==> src/hdl/fit_policy_block_allocator_top_assert.svh <==
// assertion macros shared by the allocator modules
`ifndef FIT_POLICY_BLOCK_ALLOCATOR_TOP_ASSERT_SVH
`define FIT_POLICY_BLOCK_ALLOCATOR_TOP_ASSERT_SVH

// same-cycle implication, clocked on clk, off during reset
`define FPBA_ASSERT_IMPL(label, ante, cons, msg) \
  label: assert property (@(posedge clk) disable iff (rst) (ante) |-> (cons)) \
    else $error(msg);

// next-cycle implication, clocked on clk, off during reset
`define FPBA_ASSERT_NEXT(label, ante, cons, msg) \
  label: assert property (@(posedge clk) disable iff (rst) (ante) |=> (cons)) \
    else $error(msg);

`endif

==> src/hdl/fpba_pkg.sv <==
package fpba_pkg;

  localparam logic [1:0] POL_FIRST = 2'd0;
  localparam logic [1:0] POL_BEST  = 2'd1;
  localparam logic [1:0] POL_WORST = 2'd2;

  localparam logic ACT_LOAD  = 1'b0;
  localparam logic ACT_ALLOC = 1'b1;

  typedef struct packed {
    logic load;
    logic scan_init;
    logic scan_step;
    logic writeback;
  } cmd_t;

  typedef struct packed {
    logic scan_done;
  } status_t;

endpackage

==> src/hdl/fit_policy_block_allocator_top.sv <==
// First, best or worst fit allocator over a table of per-block free space.
// A load item writes a block's free size and gives no result.
// An allocate item reads the table one block per cycle through the single
// read port of the table memory, over min(blocks_in_use, NUM_BLOCKS) blocks,
// then writes the reduced size back; busy stays high through that scan and
// the write-back, and a new item is taken only while busy is low. The result
// is shown for exactly one cycle, marked by done, in the first cycle with
// busy low, and cannot be held off: the receiver must take it then. Every
// allocate item gives one result, even when nothing fits. The table is all
// zero after reset.
module fit_policy_block_allocator_top #(
  parameter int NUM_BLOCKS = 16
) (
  input  logic        clk,
  input  logic        rst,
  input  logic        psel,
  input  logic        penable,
  input  logic        pwrite,
  input  logic [2:0]  paddr,
  input  logic [31:0] pwdata,
  output logic [31:0] prdata,
  output logic        pready,
  input  logic        start,
  output logic        busy,
  input  logic        action,
  input  logic [3:0]  block_index,
  input  logic [15:0] block_size,
  input  logic [15:0] request_size,
  output logic        done,
  output logic        allocated,
  output logic [3:0]  chosen_block,
  output logic [15:0] space_left
);

  localparam logic REG_FIT_POLICY    = 1'b0;
  localparam logic REG_BLOCKS_IN_USE = 1'b1;

  logic [1:0] fit_policy;
  logic [4:0] blocks_in_use;
  logic       cfg_wr;
  logic       reg_sel;

  fpba_pkg::cmd_t    cmd;
  fpba_pkg::status_t st;

  assign pready  = 1'b1;
  assign reg_sel = paddr[2];
  assign cfg_wr  = psel && penable && pwrite && pready;

  always_ff @(posedge clk) begin
    if (rst) begin
      fit_policy    <= fpba_pkg::POL_FIRST;
      blocks_in_use <= 5'd16;
    end else if (cfg_wr) begin
      unique case (reg_sel)
        REG_FIT_POLICY:    fit_policy    <= pwdata[1:0];
        REG_BLOCKS_IN_USE: blocks_in_use <= pwdata[4:0];
        default:           ;
      endcase
    end
  end

  always_comb begin
    unique case (reg_sel)
      REG_FIT_POLICY:    prdata = {30'd0, fit_policy};
      REG_BLOCKS_IN_USE: prdata = {27'd0, blocks_in_use};
      default:           prdata = 32'd0;
    endcase
  end

  fpba_ctrl u_ctrl (
    .clk    (clk),
    .rst    (rst),
    .start  (start),
    .action (action),
    .st     (st),
    .cmd    (cmd),
    .busy   (busy)
  );

  fpba_dp #(
    .NUM_BLOCKS (NUM_BLOCKS)
  ) u_dp (
    .clk           (clk),
    .rst           (rst),
    .cmd           (cmd),
    .st            (st),
    .fit_policy    (fit_policy),
    .blocks_in_use (blocks_in_use),
    .block_index   (block_index),
    .block_size    (block_size),
    .request_size  (request_size),
    .done          (done),
    .allocated     (allocated),
    .chosen_block  (chosen_block),
    .space_left    (space_left)
  );

endmodule

==> src/hdl/fpba_ctrl.sv <==
module fpba_ctrl (
  input  logic             clk,
  input  logic             rst,
  input  logic             start,
  input  logic             action,
  input  fpba_pkg::status_t st,
  output fpba_pkg::cmd_t   cmd,
  output logic             busy
);

`include "fit_policy_block_allocator_top_assert.svh"

  localparam logic [1:0] ST_IDLE = 2'd0;
  localparam logic [1:0] ST_SCAN = 2'd1;
  localparam logic [1:0] ST_WB   = 2'd2;

  logic [1:0] state;
  logic [1:0] state_next;

  always_ff @(posedge clk) begin
    if (rst) begin
      state <= ST_IDLE;
    end else begin
      state <= state_next;
    end
  end

  always_comb begin
    cmd        = '0;
    state_next = state;
    unique case (state)
      ST_IDLE: begin
        if (start) begin
          if (action == fpba_pkg::ACT_ALLOC) begin
            cmd.scan_init = 1'b1;
            state_next    = ST_SCAN;
          end else begin
            cmd.load = 1'b1;
          end
        end
      end
      ST_SCAN: begin
        if (st.scan_done) begin
          state_next = ST_WB;
        end else begin
          cmd.scan_step = 1'b1;
        end
      end
      ST_WB: begin
        cmd.writeback = 1'b1;
        state_next    = ST_IDLE;
      end
      default: begin
        state_next = ST_IDLE;
      end
    endcase
  end

  assign busy = (state != ST_IDLE);

  `FPBA_ASSERT_NEXT(a_alloc_enters_scan, start && !busy && action == fpba_pkg::ACT_ALLOC,
                    state == ST_SCAN, "allocate item did not start a scan")
  `FPBA_ASSERT_NEXT(a_scan_ends_in_wb, state == ST_SCAN && st.scan_done,
                    state == ST_WB, "finished scan did not go to write-back")
  `FPBA_ASSERT_NEXT(a_wb_single, state == ST_WB, state == ST_IDLE,
                    "write-back lasted more than one cycle")

endmodule

==> src/hdl/fpba_dp.sv <==
module fpba_dp #(
  parameter int NUM_BLOCKS = 16
) (
  input  logic           clk,
  input  logic           rst,
  input  fpba_pkg::cmd_t cmd,
  output fpba_pkg::status_t st,
  input  logic [1:0]     fit_policy,
  input  logic [4:0]     blocks_in_use,
  input  logic [3:0]     block_index,
  input  logic [15:0]    block_size,
  input  logic [15:0]    request_size,
  output logic           done,
  output logic           allocated,
  output logic [3:0]     chosen_block,
  output logic [15:0]    space_left
);

`include "fit_policy_block_allocator_top_assert.svh"

  localparam int IDX_W = (NUM_BLOCKS > 1) ? $clog2(NUM_BLOCKS) : 1;
  localparam int CNT_W = $clog2(NUM_BLOCKS + 1);

  logic [15:0]           mem [NUM_BLOCKS];
  logic [NUM_BLOCKS-1:0] vld;
  logic [15:0]           mem_q;
  logic                  vld_q;

  logic [CNT_W-1:0] limit;
  logic [CNT_W-1:0] scan_idx;
  logic [IDX_W-1:0] rd_addr;
  logic             cmp_en;
  logic [IDX_W-1:0] cmp_idx;

  logic             found;
  logic [IDX_W-1:0] pick;
  logic [15:0]      best;
  logic [15:0]      req;

  logic [31:0]      load_ext;
  logic [IDX_W-1:0] load_addr;
  logic             load_ok;
  logic [15:0]      cand;
  logic             better;
  logic             take;
  logic [15:0]      remain;
  logic [31:0]      pick_ext;

  always_comb begin
    if (32'(blocks_in_use) > NUM_BLOCKS) begin
      limit = CNT_W'(NUM_BLOCKS);
    end else begin
      limit = CNT_W'(blocks_in_use);
    end
  end

  assign st.scan_done = (scan_idx >= limit);
  assign rd_addr      = scan_idx[IDX_W-1:0];

  assign load_ext  = 32'(block_index);
  assign load_addr = load_ext[IDX_W-1:0];
  assign load_ok   = cmd.load && (load_ext < NUM_BLOCKS);

  assign remain   = best - req;
  assign pick_ext = 32'(pick);

  // entry never written reads as zero
  assign cand = vld_q ? mem_q : 16'd0;

  always_comb begin
    unique case (fit_policy)
      fpba_pkg::POL_BEST:  better = (cand < best);
      fpba_pkg::POL_WORST: better = (cand > best);
      default:             better = 1'b0;
    endcase
  end

  assign take = cmp_en && (cand >= req) && (!found || better);

  always_ff @(posedge clk) begin
    if (load_ok) begin
      mem[load_addr] <= block_size;
    end else if (cmd.writeback && found) begin
      mem[pick] <= remain;
    end
    if (cmd.scan_step) begin
      mem_q <= mem[rd_addr];
    end
  end

  always_ff @(posedge clk) begin
    if (rst) begin
      vld <= '0;
    end else if (load_ok) begin
      vld[load_addr] <= 1'b1;
    end else if (cmd.writeback && found) begin
      vld[pick] <= 1'b1;
    end
  end

  always_ff @(posedge clk) begin
    if (cmd.scan_step) begin
      vld_q <= vld[rd_addr];
    end
  end

  always_ff @(posedge clk) begin
    if (rst) begin
      scan_idx <= '0;
      cmp_en   <= 1'b0;
      found    <= 1'b0;
      done     <= 1'b0;
    end else begin
      done <= cmd.writeback;
      if (cmd.scan_init) begin
        scan_idx <= '0;
        cmp_en   <= 1'b0;
        found    <= 1'b0;
      end else begin
        cmp_en <= cmd.scan_step;
        if (cmd.scan_step) begin
          scan_idx <= scan_idx + 1'b1;
        end
        if (take) begin
          found <= 1'b1;
        end
      end
    end
  end

  always_ff @(posedge clk) begin
    if (cmd.scan_init) begin
      req <= request_size;
    end
    if (cmd.scan_step) begin
      cmp_idx <= rd_addr;
    end
    if (take) begin
      pick <= cmp_idx;
      best <= cand;
    end
    if (cmd.writeback) begin
      allocated <= found;
      if (found) begin
        chosen_block <= pick_ext[3:0];
        space_left   <= remain;
      end else begin
        chosen_block <= 4'd0;
        space_left   <= 16'd0;
      end
    end
  end

  `FPBA_ASSERT_NEXT(a_wb_gives_result, cmd.writeback, done,
                    "write-back did not produce a result")
  `FPBA_ASSERT_IMPL(a_miss_is_zero, done && !allocated,
                    chosen_block == 4'd0 && space_left == 16'd0,
                    "not-allocated result carries a block or space")
  `FPBA_ASSERT_NEXT(a_init_clears, cmd.scan_init, !found && !cmp_en && scan_idx == '0,
                    "scan start left stale search state")
  `FPBA_ASSERT_IMPL(a_cmp_follows_read, cmp_en, $past(cmd.scan_step),
                    "compare without a table read in the cycle before")

endmodule
==> config.mk <==
export PLATFORM = sky130hd
export DESIGN_NAME = fit_policy_block_allocator_top
export DESIGN_NICKNAME = d
export VERILOG_FILES = /design/src/hdl/fpba_pkg.sv /design/src/hdl/fit_policy_block_allocator_top.sv /design/src/hdl/fpba_ctrl.sv /design/src/hdl/fpba_dp.sv
export VERILOG_INCLUDE_DIRS = /design/src /design/src/hdl
export SDC_FILE = /design/constraint.sdc
export NUM_CORES = 1
export LEC_CHECK = 0
export BUFFER_PORTS_ARGS = -buffer_cell sky130_fd_sc_hd__buf_2
export CAP_MARGIN = 40
export CORE_UTILIZATION = 27
export DETAILED_ROUTE_END_ITERATION = 8
export SETUP_SLACK_MARGIN = 0.4
export SLEW_MARGIN = 20
export SYNTH_ARGS = -nofsm -noshare
export SYNTH_HDL_FRONTEND = slang
export SYNTH_SLANG_ARGS = --single-unit
==> constraint.sdc <==
create_clock -name clk -period 4 [get_ports clk]
set_clock_uncertainty 0.05 [all_clocks]
set_input_delay 0.4 -clock clk [delete_from_list [all_inputs] [get_ports clk]]
set_output_delay 0.4 -clock clk [all_outputs]
set_load 0.01 [all_outputs]
==> results of run 1 <==
==> final timing paths <==
kind,startpoint,cells past startpoint,end,slack [ps]
max reg2reg,u_dp.vld_q,9,u_dp.best[0],700
max,u_dp.vld_q,9,u_dp.best[0],700
min,pwdata[3],3,blocks_in_use[3],70
min reg2reg,u_dp.cmp_idx[2],0,u_dp.pick[2],370
==> tightest hold or removal path: stages <==
cell     delay [ps]
buf_2            80
mux2i_1          60
nor2_1           70
==> logic make-up after synthesis <==
group | count (synthesis)
adder cells (fa/ha/maj) | 54
other | 2
flip-flops | 367
buffers and inverters | 115
AO/OA/AOI/OAI | 126
AND/OR/NAND/NOR | 193
XOR/XNOR | 15
multiplexers | 93
==> metrics by stage <==
stage	util	hold WS (ps)	instance area, um2	std cells	power [mW]
floorplan	-	350	16100	991	4.66
global placement	0.300	351	17400	1810	4.78
detailed placement	0.300	366	17400	1810	4.79
CTS	0.324	49.0	18800	1895	8.33
global route	0.324	52.6	18800	1895	8.51
finish	0.324	71.5	18800	1895	8.23
==> cells in the final DEF (no fill, tap or decap), types with 6 or more instances in the layout <==
cell	netlist	routed
edfxtp_1	334	334
buf_2	12	76
mux4_2	60	60
nor2_1	67	52
ha_1	52	52
inv_1	48	48
buf_4	30	43
clkbuf_16	0	41
nand2_1	39	38
a21oi_1	33	32
dfxtp_1	33	31
conb_1	2	28
o21ai_0	26	26
and2_1	24	24
mux4_1	24	24
dlygate4sd3_1	0	16
nor2_2	0	15
nand3_1	12	12
xor2_1	11	11
nand2b_1	10	10
a21o_1	10	10
nor3_1	10	10
o211ai_1	8	8
mux2i_1	8	8
o21a_1	7	7
clkinv_2	0	7
and3_1	6	6
o31ai_1	6	6
==> layer usage <==
| layer | wire, um | vias up |
|---|---|---|
| met5 | 0 | - |
| met4 | 1050 | 0 |
| met3 | 1630 | 62 |
| met2 | 18500 | 223 |
| met1 | 15300 | 4494 |
| li1 | - | 3997 |
==> registers in the layout, summed over array words and instances, names as in the netlist, 2 cells and up <==
signal	cells
blocks_in_use	5
fit_policy	2
u_ctrl.state	2
u_dp.best	16
u_dp.chosen_block	4
u_dp.cmp_idx	4
u_dp.mem	256
u_dp.mem_q	16
u_dp.pick	4
u_dp.req	16
u_dp.scan_idx	5
u_dp.space_left	16
u_dp.vld	16
==> repair_timing <==
item / 4_1_cts / 5_1_grt
endpoints found under the hold margin: 16 / 0
gates resized for setup: 0 / 0
hold buffers: 16 / 0
==> layout make-up <==
type,instances,area (um2)
Tap cell,765,957
Inverter,48,180
Clock buffer,49,1090
Sequential cell,367,10700
Multi-Input combinational cell,509,4840
Fill cell,5597,39300
Timing Repair Buffer,137,903
Clock inverter,20,160
==> report_power, final <==
group	switching, mW	internal, mW	total (mW)
Combinational	0.268	0.192	0.459
Clock	1.46	2.06	3.51
Sequential	0.0249	4.24	4.26
Total	1.75	6.48	8.23
==> run_results.csv, run 1 <==
group,metric,value,unit
grt,grt_usage,0.122,
drt,first_iter_violations,710,
grt,use_met1,0.152,
timing,tightest_slew,732,ps
cells_and_area,layout.nets,1233,
synthesis,synth_top_area_frac,0.626,
clock_tree,cts-root-buf,"clkbuf_16",
setup_path,required,4150,ps
floorplan,core_area,58100,um2
synthesis,syn_area,16000,um2
setup_path,path_delay_family,"compound AO/OA/AOI/OAI gates",
synthesis,synth_fa_ha_area_frac,0.0425,
synthesis,yosysSeqAreaShare,0.667,
clock_tree,clk_pin_slew,60,ps
clock_tree,clock_latency,530,ps
grt,antenna_found_initial,0,
drt,totalWireLength,36400,um
synthesis,synth.largest_area_cell,"edfxtp_1",
placement,gp_congestion,0.890,
power,p_leak,6.59,nW
outcome,outcome,"finished, final reports clean",
setup_path,path_class,"reg2reg",
drt,routedWlPerCell,19.2,um
synthesis,synth_edf_count,334,
grt,grt-busiest-layer,"met2",
synthesis,synthMuxAreaShare,0.130,
setup_path,critPathMaxFanout,20,
synthesis,synthArstFlopShare,0,
power,vdd_drop_max,0.329,mV
timing,setup_ws,698,ps
floorplan,placementRows,88,
flow_run,maxCapViolations,0,
grt,grt_max_degree,61,
clock_tree,ctsHtreeMaxLevel,2,
timing,relSlewSlack,0.512,
min_path,hold_path.class,"in2reg",
grt,grtUsageMet3,0.0218,
floorplan,die_h,246,um
power,p_per_area,437,nW/um2
synthesis,synth_common_cells,"334 x edfxtp_1, 67 x nor2_1, 60 x mux4_2, 52 x ha_1, 48 x inv_1",
synthesis,synth.most_common_cell,"edfxtp_1",
synthesis,synth_area_per_cell,16.6,um2
drt,viasPerCell,4.63,
setup_path,cp_num_buf_inv,1,
cells_and_area,drive_above_1_share,0.238,
setup_path,cp-end-kind,"flip-flop",
synthesis,synth_xor_area_frac,0.00820,
synthesis,synthSimpleGateAreaFrac,0.0587,
grt,grt-ovfl-total,0,
drt,dr.pass1.iters,5,
clock_tree,clockBufferDepth,3,
drt,ant_nets,0,
synthesis,ys_ff_latch,367,
timing,period_share,0.825,
drt,drc,0,
floorplan,die_width,246,um
setup_path,start_kind,"flip-flop",
synthesis,syn-instance-count,965,
timing,tns,0,ps
drt,vias,8776,
setup_path,cp.arrival,3450,ps
clock_tree,cts_tree,"yes",
placement,dp_hpwl,23300,um
floorplan,ioPinCount,134,
setup_path,cp_slowest_stage_delay,610,ps
timing,rsz0062_at_grt,"no",
clock_tree,post_cts_buffers,0,
synthesis,synthDistinctLibCells,67,
timing,max_freq,303,MHz
synthesis,synth_top_flop_cell,"edfxtp_1",
timing,period_minus_slack,3300,ps
timing,finalMaxSlewViolations,0,
synthesis,synth_warnings,0,
floorplan,dieArea,60300,um2
timing,hold_viol_final,0,
setup_path,cpMaxStageDelayCell,"edfxtp_1",
synthesis,synth_top_family_by_area,"multiplexers",
clock_tree,cts_buffers,39,
cells_and_area,diodes,0,
grt,use_met2,0.213,
cells_and_area,areaGrowthSynthToFinish,17.5,%
clock_tree,cts.sinks,367,
placement,io_buffers,76,
synthesis,synth_area_leaders,"edfxtp_1 63%, mux4_2 8.4%, dfxtp_1 4.1%",
synthesis,synth_compound_area_frac,0.0532,
timing,setup_viol,0,
setup_path,path_cells,"and2_1 > ha_1 > a21o_1 > a2111oi_0 > o31ai_1 > a21oi_1 > mux2i_1 > a21oi_2 > buf_4",
grt,grt_first_pass_wirelength,55200,um
placement,pre_cts_slack,628,ps
grt,grt_pass1_vias,9081,
floorplan,initial_core_util,0.276,
Note: power is estimated with default switching activity, not from simulation.
==> run 2, diff against run 1 <==
Clock period 4 ns to 3.1 ns, I/O delays scaled along.
==> run_results.csv, run 2 (synthesis results as in run 1) <==
group,metric,value,unit
clock_tree,clk_pin_slew,60,ps
floorplan,placementRows,88,
clock_tree,cts_tree,"yes",
grt,grt_max_degree,73,
cells_and_area,regMostFlops,"u_dp.mem",
setup_path,path_cells,"buf_6 > and2_1 > ha_1 > and4_4 > o211ai_1 > o211ai_1 > a21oi_2 > mux2i_2 > buf_4 > a21oi_4 > buf_12",
cells_and_area,areaGrowthSynthToFinish,22.0,%
setup_path,critPathMostFrequentCell,"o211ai_1",
placement,place_inst,1837,
flow_run,maxCapViolations,0,
clock_tree,clock_latency,530,ps
grt,grt_pass1_vias,9207,
cells_and_area,nFillCells,5580,
drt,drc,0,
timing,tns,0,ps
floorplan,die_h,246,um
placement,io_buffers,76,
drt,totalWireLength,37800,um
floorplan,initial_core_util,0.276,
timing,max_freq,356,MHz
clock_tree,clockBufferDepth,3,
power,p_leak,6.88,nW
cells_and_area,drive_above_1_share,0.296,
timing,rsz0062_at_grt,"yes",
drt,dr.pass1.iters,5,
setup_path,start_kind,"flip-flop",
cells_and_area,most-common-layout-cells,"334 x edfxtp_1, 82 x buf_4, 80 x buf_2",
cells_and_area,largest_register_ffs,256,
grt,antenna_found_initial,0,
drt,first_iter_violations,721,
placement,gp_congestion,0.882,
setup_path,critPathMaxFanout,7,
cells_and_area,final_common_cell,"edfxtp_1",
floorplan,dieArea,60300,um2
min_path,hold_path.class,"in2reg",
power,p_per_area,545,nW/um2
cells_and_area,final_cell_area,19500,um2
setup_path,cp_slowest_stage_delay,430,ps
setup_path,path_class,"reg2reg",
timing,finalMaxSlewViolations,0,
power,vdd_drop_max,0.410,mV
clock_tree,cts.sinks,367,
clock_tree,cts_buffers,38,
drt,vias,9071,
timing,setup_viol,0,
setup_path,cp.arrival,3000,ps
min_path,hold_path_depth,4,
cells_and_area,stdcell_count,1954,
setup_path,required,3290,ps
drt,ant_nets,0,
drt,viasPerCell,4.64,
cells_and_area,diodes,0,
timing,period_share,0.907,
grt,grt_usage,0.124,
drt,routedWlPerCell,19.3,um
floorplan,die_width,246,um
floorplan,ioPinCount,134,
setup_path,cp-end-kind,"flip-flop",
timing,period_minus_slack,2810,ps
placement,dp_hpwl,24400,um
timing,tightest_slew,682,ps
timing,hold_viol_final,0,
setup_path,worstRegToRegCells,11,
clock_tree,ctsHtreeMaxLevel,2,
grt,grt_first_pass_wirelength,56100,um
timing,relSlewSlack,0.543,
grt,grt-ovfl-total,0,
floorplan,core_area,58100,um2
outcome,outcome,"finished, final reports clean",
placement,placed_area,17700,um2
setup_path,cpMaxStageDelayCell,"edfxtp_1",
cells_and_area,layout.nets,1291,
clock_tree,cts-root-buf,"clkbuf_16",
[run 2: cell types whose count changed in the layout (fill, tap and decap cells not counted), sizes merged]
cell,before,now
buf,121,174
clkinv,15,11
dlygate4sd3,16,20
clkbuf,49,52
a21oi,33,34
bufinv,2,3
clkinvlp,1,2
[run 2: final cells by class]
type / instances / area (um2) / share of cell area
flip-flops and latches: 367 / 10700 / 0.547
multi-input cells: 510 / 5080 / 0.260
repair buffers: 195 / 1400 / 0.0718
clock buffers: 51 / 1040 / 0.0533
well taps: 765 / 957 / 0.0490
inverters: 48 / 180 / 0.00922
clock inverters: 18 / 175 / 0.00897
[run 2: worst max-delay path, delay by kind of cell (launching register included)]
family	cells	cell delay, ps
flip-flops	1	430
AO/OA/AOI/OAI	4	670
buffers and inverters	3	480
multiplexers	1	160
adder cells (fa/ha/maj)	1	320
AND/OR/NAND/NOR	2	410
[run 2: through the flow]
step | power, mW | setup slack [ps] | utilization | hold slack [ps]
floorplan | 6.02 | 173 | - | 350
global placement | 6.19 | -24.6 | 0.303 | 355
detailed placement | 6.21 | -64.0 | 0.304 | 369
CTS | 10.8 | 238 | 0.334 | 53.8
global route | 11.0 | 237 | 0.336 | 96.0
finish | 10.7 | 289 | 0.336 | 80.5
[run 2: final timing paths]
kind / from / to / slack [ps]
worst min-delay path: pwdata[4] / blocks_in_use[4] / 80
worst max register to register: u_dp.vld_q / u_dp.pick[0] / 290
worst min register to register: u_dp.cmp_idx[2] / u_dp.pick[2] / 370
worst max-delay path: u_dp.vld_q / u_dp.pick[0] / 290
[run 2: routing by layer]
metal,share of wire,routed length (um),track usage,vias to the layer above
met3,0.046,1740,0.0223,55
met5,0,0,0,-
met4,0.019,733,0.0342,0
met1,0.41,15600,0.150,4664
li1,-,-,-,4128
met2,0.52,19700,0.225,224
[run 2: timing repair]
action / CTS / global route
hold buffers: 20 / 0
endpoints found under the hold margin: 21 / 0
gates resized for setup: 37 / 10
gates cloned: 5 / 0
pin swaps: 16 / 13
endpoints found under the setup margin: 86 / 151
buffers inserted: 17 / 4
[run 2: report_power, final]
group	total, mW	internal [mW]	switching [mW]
clock network	4.48	2.62	1.86
registers	5.49	5.46	0.0287
logic	0.679	0.299	0.379
==> run 3, diff against run 2 <==
==> constraint.sdc (replaced) <==
create_clock -name clk -period 3.1 [get_ports clk]
set_clock_uncertainty 0.05 [all_clocks]
set_input_delay 0.62 -clock clk [delete_from_list [all_inputs] [get_ports clk]]
set_output_delay 0.62 -clock clk [all_outputs]
set_load 0.01 [all_outputs]
==> run_results.csv, run 3 (synthesis results as in run 1) <==
group,metric,value,unit
clock_tree,cts_tree,"yes",
cells_and_area,post-route-util,0.335,
timing,tns,0,ps
setup_path,critPathMostFrequentCell,"buf_6",
cells_and_area,largest_register_ffs,256,
clock_tree,hold_buffers,0,
cells_and_area,most-common-layout-cells,"334 x edfxtp_1, 77 x buf_2, 73 x buf_4",
cells_and_area,final_common_cell,"edfxtp_1",
flow_run,maxCapViolations,0,
floorplan,core_area,58100,um2
cells_and_area,seq_area,10700,um2
power,pwr-share-clk,0.427,
cells_and_area,diodes,0,
cells_and_area,layout.nets,1263,
min_path,hold_path.class,"in2reg",
drt,routedWlPerCell,19.3,um
power,finalPower,10.7,mW
drt,ant_nets,0,
clock_tree,clock_latency,530,ps
floorplan,dieArea,60300,um2
power,p_leak,6.81,nW
floorplan,initial_core_util,0.276,
setup_path,cp_slowest_stage_delay,420,ps
grt,grt_usage,0.123,
timing,period_minus_slack,2780,ps
power,comb_power_share,0.062,
setup_path,required,3350,ps
grt,antenna_found_initial,0,
drt,totalWireLength,37200,um
timing,setup_viol,0,
setup_path,start_kind,"flip-flop",
clock_tree,clockBufferDepth,3,
floorplan,die_h,246,um
clock_tree,cts_buffers,38,
clock_tree,ctsHtreeMaxLevel,2,
clock_tree,cts-root-buf,"clkbuf_16",
placement,placed_area,17600,um2
clock_tree,clk_pin_slew,60,ps
cells_and_area,nFillCells,5510,
floorplan,ioPinCount,134,
grt,grt-ovfl-total,0,
outcome,outcome,"finished, final reports clean",
clock_tree,cts.sinks,367,
cells_and_area,final_cell_area,19500,um2
grt,grt_first_pass_wirelength,55700,um
floorplan,placementRows,88,
setup_path,cp.arrival,3020,ps
placement,gp_congestion,0.850,
setup_path,cpMaxStageDelayCell,"edfxtp_1",
setup_path,cp-end-kind,"flip-flop",
power,power_switching,2.27,mW
floorplan,die_width,246,um
timing,period_share,0.895,
cells_and_area,regMostFlops,"u_dp.mem",
power,vdd_drop_max,0.414,mV
cells_and_area,multiInputGateArea,5220,um2
power,p_per_area,552,nW/um2
timing,max_freq,360,MHz
drt,drc,0,
drt,viasPerCell,4.64,
setup_path,r2r_setup_slack,320,ps
cells_and_area,areaGrowthSynthToFinish,21.7,%
drt,first_iter_violations,598,
timing,finalMaxSlewViolations,0,
timing,rsz0062_at_grt,"yes",
placement,dp_hpwl,23700,um
power,p_sw_frac,0.211,
timing,relSlewSlack,0.596,
grt,grt_max_degree,73,
setup_path,path_cells,"buf_6 > and2_4 > ha_4 > a21o_1 > a2111oi_4 > o31ai_4 > a21oi_2 > mux2i_4 > buf_6 > a21oi_4 > buf_6",
timing,tightest_slew,604,ps
grt,grt_pass1_vias,9017,
placement,io_buffers,76,
drt,dr.pass1.iters,7,
setup_path,path_class,"reg2reg",
timing,hold_viol_final,0,
setup_path,critPathMaxFanout,6,
power,seqPwrFrac,0.511,
drt,vias,8922,
power,internal_power,8.48,mW
cells_and_area,drive_above_1_share,0.310,
## run 3: power groups by stage
stage                     combinational [mW]  clock (mW)  sequential [mW]
final                                  0.671        4.59             5.49
after detailed placement               0.612           0             5.60
after global placement                 0.595           0             5.59
after CTS                              0.654        4.68             5.49
after global routing                   0.734        4.87             5.49
after floorplan                        0.426           0             5.59
## run 3: critical path, delay by kind of cell (launching register included)
| family | cells | cell delay [ps] |
|---|---|---|
| mux | 1 | 320 |
| simple gates | 1 | 140 |
| flops | 1 | 420 |
| fa+ha+maj | 1 | 210 |
| compound gates | 5 | 960 |
| buf+inv | 3 | 440 |
## run 3: path summary, 6_finish.rpt
check | start | end | cells past startpoint
max | u_dp.vld_q | u_dp.best[12] | 11
min | request_size[10] | u_dp.req[10] | 1
max reg2reg | u_dp.vld_q | u_dp.best[12] | 11
min reg2reg | u_dp.cmp_idx[2] | u_dp.pick[2] | 0
## run 3: repair_timing
item	in CTS	in global routing
pin swaps	20	17
gates cloned	5	0
endpoints found under the setup margin	86	149
endpoints found under the hold margin	0	0
resized for setup	48	28
setup buffers	11	6
## run 3: routing by layer
| layer | global-route usage | part of all wire | vias up |
|---|---|---|---|
| li1 | - | - | 4054 |
| met1 | 0.148 | 0.40 | 4546 |
| met2 | 0.223 | 0.53 | 262 |
| met3 | 0.0219 | 0.049 | 60 |
| met4 | 0.0369 | 0.023 | 0 |
| met5 | 0 | 0 | - |
## run 3: through the flow
step,worst slack [ps],hold slack [ps],cells
after floorplan,173,350,991
after global placement,-76.0,354,1827
after detailed placement,-97.3,365,1833
after CTS,301,190,1916
after global routing,253,192,1924
final,325,213,1924
## run 3: final cells by class
cell class,count,share of cell area
Sequential cell,367,0.549
Clock buffer,45,0.0534
Timing Repair Buffer,167,0.0608
Multi-Input combinational cell,510,0.268
Inverter,48,0.00925
Tap cell,765,0.0491
Clock inverter,22,0.0105
